$ cat config.mk
export PLATFORM = sky130hd
export DESIGN_NAME = gbbc_ctrl
export DESIGN_NICKNAME = d
export VERILOG_FILES = /design/src/sv/gbbc_pkg.sv /design/src/sv/gbbc_ctrl.sv
export SDC_FILE = /design/constraint.sdc
export NUM_CORES = 1
export LEC_CHECK = 0
export ABC_AREA = 1
export BUFFER_PORTS_ARGS = -buffer_cell sky130_fd_sc_hd__buf_2
export CAP_MARGIN = 20
export CORE_AREA = 5 5 42 44
export DETAILED_ROUTE_END_ITERATION = 8
export DIE_AREA = 0 0 47 49
export SLEW_MARGIN = 40
export SYNTH_ARGS = -nofsm -noshare
export SYNTH_HDL_FRONTEND = slang
export SYNTH_SLANG_ARGS = --single-unit
$ cat constraint.sdc
create_clock -name clk_i -period 3.1 [get_ports clk_i]
set_input_delay 0.31 -clock clk_i [delete_from_list [all_inputs] [get_ports clk_i]]
set_output_delay 0.31 -clock clk_i [all_outputs]
set_load 0.02 [all_outputs]
$ cat src/sv/gbbc_pkg.sv
// shared types and constants of the grid bucket best corner block
`default_nettype none

package gbbc_pkg;

  localparam int unsigned KIND_W  = 2;
  localparam int unsigned POS_W   = 12;
  localparam int unsigned LEVEL_W = 3;
  localparam int unsigned SCORE_W = 32;
  localparam int unsigned CELL_W  = 10;
  localparam int unsigned SIZE_W  = 8;
  localparam int unsigned DIM_W   = 7;
  localparam int unsigned CFG_W   = 32;
  localparam int unsigned CFG_IW  = 2;

  // largest level shift is seven, so a scaled position needs seven more bits
  localparam int unsigned SHIFT_W = POS_W + 7;
  // row * cols + col with 7-bit operands
  localparam int unsigned IDX_W   = 2 * DIM_W;
  // one quotient bit per divider step
  localparam int unsigned DIV_STEPS = POS_W;
  localparam int unsigned DIV_CW    = 4;

  localparam logic [KIND_W-1:0] KIND_MARK = 2'd0;
  localparam logic [KIND_W-1:0] KIND_CAND = 2'd1;
  localparam logic [KIND_W-1:0] KIND_READ = 2'd2;

  localparam logic [CFG_IW-1:0] CFG_CELL_SIZE = 2'd0;
  localparam logic [CFG_IW-1:0] CFG_GRID_COLS = 2'd1;
  localparam logic [CFG_IW-1:0] CFG_GRID_ROWS = 2'd2;
  localparam logic [CFG_IW-1:0] CFG_THRESHOLD = 2'd3;

  localparam logic [SIZE_W-1:0]  RST_CELL_SIZE = 8'd30;
  localparam logic [DIM_W-1:0]   RST_GRID_COLS = 7'd22;
  localparam logic [DIM_W-1:0]   RST_GRID_ROWS = 7'd16;
  localparam logic [SCORE_W-1:0] RST_THRESHOLD = 32'd5120;

  typedef struct packed {
    logic [KIND_W-1:0]  kind;
    logic [POS_W-1:0]   pos_x;
    logic [POS_W-1:0]   pos_y;
    logic [LEVEL_W-1:0] level;
    logic [SCORE_W-1:0] score;
    logic [CELL_W-1:0]  cell_index;
  } item_t;

  typedef struct packed {
    logic               found;
    logic [POS_W-1:0]   corner_x;
    logic [POS_W-1:0]   corner_y;
    logic [LEVEL_W-1:0] corner_level;
    logic [SCORE_W-1:0] corner_score;
  } result_t;

  typedef struct packed {
    logic               occupied;
    logic               best_valid;
    logic [POS_W-1:0]   x;
    logic [POS_W-1:0]   y;
    logic [LEVEL_W-1:0] level;
    logic [SCORE_W-1:0] score;
  } entry_t;

  typedef enum logic [2:0] {
    S_CLEAR,
    S_IDLE,
    S_DIV,
    S_INDEX,
    S_READ,
    S_UPDATE
  } state_e;

  typedef struct packed {
    logic clear_wr;
    logic load;
    logic div_step;
    logic calc_index;
    logic mem_read;
    logic commit;
  } cmd_t;

  typedef struct packed {
    logic div_last;
    logic clear_last;
    logic out_busy;
    logic is_read;
  } sts_t;

endpackage

`default_nettype wire

$ cat src/sv/gbbc_ctrl.sv
// sequencing state machine of the grid bucket block
`default_nettype none

module gbbc_ctrl (
  input  wire logic                          clk_i,
  input  wire logic                          rst_ni,
  input  wire logic                          in_valid_i,
  input  wire logic [gbbc_pkg::KIND_W-1:0]   in_kind_i,
  input  wire gbbc_pkg::sts_t                sts_i,
  output gbbc_pkg::cmd_t                     cmd_o,
  output logic                               in_ready_o
);

  gbbc_pkg::state_e state_q, state_d;

  always_ff @(posedge clk_i or negedge rst_ni) begin
    if (!rst_ni) begin
      state_q <= gbbc_pkg::S_CLEAR;
    end else begin
      state_q <= state_d;
    end
  end

  always_comb begin
    state_d = state_q;
    case (state_q)
      gbbc_pkg::S_CLEAR: begin
        if (sts_i.clear_last) state_d = gbbc_pkg::S_IDLE;
      end
      gbbc_pkg::S_IDLE: begin
        if (in_valid_i) begin
          case (in_kind_i)
            gbbc_pkg::KIND_READ: state_d = gbbc_pkg::S_INDEX;
            gbbc_pkg::KIND_MARK: state_d = gbbc_pkg::S_DIV;
            gbbc_pkg::KIND_CAND: state_d = gbbc_pkg::S_DIV;
            default:             state_d = gbbc_pkg::S_IDLE;
          endcase
        end
      end
      gbbc_pkg::S_DIV: begin
        if (sts_i.div_last) state_d = gbbc_pkg::S_INDEX;
      end
      gbbc_pkg::S_INDEX: state_d = gbbc_pkg::S_READ;
      gbbc_pkg::S_READ:  state_d = gbbc_pkg::S_UPDATE;
      gbbc_pkg::S_UPDATE: begin
        if (!(sts_i.is_read && sts_i.out_busy)) state_d = gbbc_pkg::S_IDLE;
      end
      default: state_d = gbbc_pkg::S_CLEAR;
    endcase
  end

  always_comb begin
    cmd_o      = '0;
    in_ready_o = 1'b0;
    case (state_q)
      gbbc_pkg::S_CLEAR: cmd_o.clear_wr = 1'b1;
      gbbc_pkg::S_IDLE: begin
        in_ready_o = 1'b1;
        cmd_o.load = in_valid_i;
      end
      gbbc_pkg::S_DIV:    cmd_o.div_step   = 1'b1;
      gbbc_pkg::S_INDEX:  cmd_o.calc_index = 1'b1;
      gbbc_pkg::S_READ:   cmd_o.mem_read   = 1'b1;
      gbbc_pkg::S_UPDATE: cmd_o.commit     = !(sts_i.is_read && sts_i.out_busy);
      default: begin
        cmd_o      = '0;
        in_ready_o = 1'b0;
      end
    endcase
  end

  // a read result waits for the output register to drain
  a_update_holds: assert property (@(posedge clk_i) disable iff (!rst_ni)
    state_q == gbbc_pkg::S_UPDATE && sts_i.is_read && sts_i.out_busy
    |=> state_q == gbbc_pkg::S_UPDATE)
    else $error("update left while result register busy");

  // divider runs its full count before indexing
  a_div_runs: assert property (@(posedge clk_i) disable iff (!rst_ni)
    state_q == gbbc_pkg::S_DIV && !sts_i.div_last |=> state_q == gbbc_pkg::S_DIV)
    else $error("divider cut short");

endmodule

`default_nettype wire

==> impl_metrics.py <==
metrics = {
    "floorplan": {
        "ioPinCount": 16,
        "num_rows": 14,
        "start_util_pct": 19.4,
        "die_h_um": 49,
        "dieArea_um2": 2300,
        "die_width_um": 47,
        "core_area_um2": 1400,
    },
    "pwr": {
        "p_clk_share_pct": 19.7,
        "power_leakage_nw": 0.265,
        "p_int_mw": 0.177,
        "vdd_drop_max_v": 0.000353,
        "swShare_pct": 50.7,
        "pwr-share-seq_pct": 24.2,
        "power_density_nw_per_um2": 916,
        "power_switching_mw": 0.182,
        "comb_power_share_pct": 56.0,
    },
    "synth": {
        "ys_ff_latch": 3,
        "synth_cells": 45,
        "syn_area_um2": 272,
        "yosysUniqueCellTypes": 14,
        "ys_seq_area_share_pct": 27.6,
        "syn_avg_cell_area_um2": 6.03,
        "ys.warnings.count": 0,
        "synth_nets": 54,
    },
    "timing": {
        "worst_pin_slew_ns": 0.270,
        "relSlewSlack_pct": 82.0,
        "slew_violations": 0,
        "fin_setup_tns_ns": 0,
        "rsz0062_at_grt": "no",
        "setup_violations": 0,
        "finalCritPeriodShare_pct": 48.7,
        "final_hold_viol_count": 0,
        "fin_crit_ns": 1.51,
        "fmax_mhz": 662,
        "fin_skew_ns": 0.00103,
    },
    "setup_path": {
        "critPathMaxStageDelay_ns": 0.44,
        "worstPathMaxFanout": 7,
        "cp.arrival_ns": 1.20,
        "path_class": "flop to output port",
        "cp.required_ns": 2.79,
        "crit_slowest_cell": "dfrtp_1",
        "path_cells": "inv_1, nand2_2, nor3_1, buf_2",
        "startpoint_type": "flop",
        "endpoint_kind": "output port",
    },
    "cells_and_area": {
        "largestRegisters": "state_q: 3 flops",
        "fill_cells": 167,
        "design_area_um2": 392,
        "num-nets-final": 74,
        "synthToLayoutAreaGrowth_pct": 44.2,
        "antenna_cells": 0,
        "regMostFlops": "state_q",
        "largest_reg_flops": 3,
        "drive_gt1_share_pct": 35.9,
    },
    "min_path": {
        "hold_class": "input pin to flop",
    },
    "clock_network": {
        "clkSinkCount": 3,
        "clk_latency_ns": 0.24,
        "htreeDepth": 1,
        "postCtsSetupBuffers": 0,
        "root_buffer": "clkbuf_4",
        "clk_path_buf_depth": 2,
        "numCtsBuffers": 3,
        "clkSlewWorstSetupHoldPaths_ns": 0.04,
        "cts_tree": "done",
    },
    "placement": {
        "dp_hpwl_um": 583,
        "placed_cell_area_um2": 355,
        "port_buffers": 15,
        "gp_congestion": 0.798,
    },
    "detailed_routing": {
        "dr.first_iter.drc_count": 4,
        "via_count": 326,
        "wl_um": 728,
        "ant_nets": 0,
        "first_pass_iters": 4,
        "drc": 0,
        "vias_per_cell": 4.08,
        "post_drt_wl_per_cell_um": 9.10,
    },
    "outcome": {
        "status": "completed",
    },
    "grt": {
        "grt_max_degree": 9,
        "grt_pass1_wl_mm": 1.14,
        "grt_overflow": 0,
        "grt_pass1_vias": 303,
        "antenna_found_initial": 0,
        "grt_usage_pct": 7.55,
    },
    "flow_run": {
        "cap_violations": 0,
    },
}
[cell usage after synthesis]
| master | n | area, um2 |
|---|---|---|
| inv_1 | 8 | 30.0 |
| buf_6 | 1 | 11.3 |
| nand3_1 | 2 | 10.0 |
| nand3_2 | 1 | 10.0 |
| nor2_1 | 5 | 18.8 |
| o21bai_1 | 1 | 7.51 |
| a22oi_1 | 1 | 7.51 |
| nand3b_1 | 1 | 7.51 |
| nand2_1 | 15 | 56.3 |
| inv_2 | 1 | 3.75 |
| nor3_1 | 3 | 15.0 |
| nand2_2 | 1 | 6.26 |
| dfrtp_1 | 3 | 75.1 |
| nor2_2 | 2 | 12.5 |
[critical path: cells and delay by family, from the launching register on]
kind	cells	cell delay, ns
flip-flops	1	0.44
buffers and inverters	2	0.32
AND/OR/NAND/NOR	2	0.20
[power by group through the flow]
stage	logic (mW)	registers, mW	clock network, mW
2_1_floorplan	0.169	0.0717	0
3_3_place_gp	0.199	0.0856	0
3_5_place_dp	0.201	0.0864	0
4_1_cts	0.203	0.0864	0.0731
5_1_grt	0.227	0.0910	0.0795
6_report	0.201	0.0869	0.0708
[layout make-up]
type                       instances  area [um2]  area share, %
inverter                           9        33.8           8.63
tap                               16        20.0           5.11
timing repair buffer              16        85.1           21.7
multi-input combinational         32         151           38.7
clock buffer                       4        26.3           6.71
sequential                         3        75.1           19.2
[cell families after synthesis]
logic type      after synthesis  share of synthesized area [%]
compound gates                2                           5.53
buf+inv                      10                           16.6
flops                         3                           27.6
simple gates                 30                           50.2
[worst paths after layout]
kind	startpoint	end	slack, ns	depth (start not counted)
max in group asynchronous	rst_ni	state_q[2]	2.60	2
max reg2reg	state_q[1]	state_q[1]	1.95	7
min in group asynchronous	rst_ni	state_q[0]	0.40	2
max	state_q[2]	cmd_o[4]	1.59	4
min	sts_i[3]	state_q[1]	0.39	4
min reg2reg	state_q[2]	state_q[2]	0.68	2
[routing by layer]
metal	GRT usage (%)	vias up	routed length, um
met4	12.9	0	43
met3	1.85	4	66
met1	8.39	134	305
met5	0	-	0
met2	8.14	15	313
li1	-	173	-
[metrics by stage]
step	cells	worst slack [ns]	power (mW)	util, %	hold slack (ns)
2_1_floorplan	45	1.73	0.240	-	0.0144
5_1_grt	80	1.49	0.398	27.9	0.413
3_5_place_dp	75	1.84	0.287	25.4	0.109
4_1_cts	80	1.57	0.362	27.9	0.389
3_3_place_gp	75	1.82	0.285	25.4	0.110
6_report	80	1.59	0.359	27.9	0.394
[cell usage in the layout, fill, tap and decap left out, drive strengths merged]
master       Yosys  routed
a22oi            1       1
buf              1      15
clkbuf           0       4
dfrtp            3       3
dlygate4sd3      0       1
inv              9       9
nand2           16      16
nand3            3       3
nand3b           1       1
nor2             7       7
nor3             3       3
o21bai           1       1
[repair_timing]
| item | CTS | global route |
|---|---|---|
| hold buffers | 1 | 0 |
| hold endpoints to repair | 3 | 0 |
| resized for setup | 0 | 0 |
Note: power is estimated with default switching activity, not from simulation.
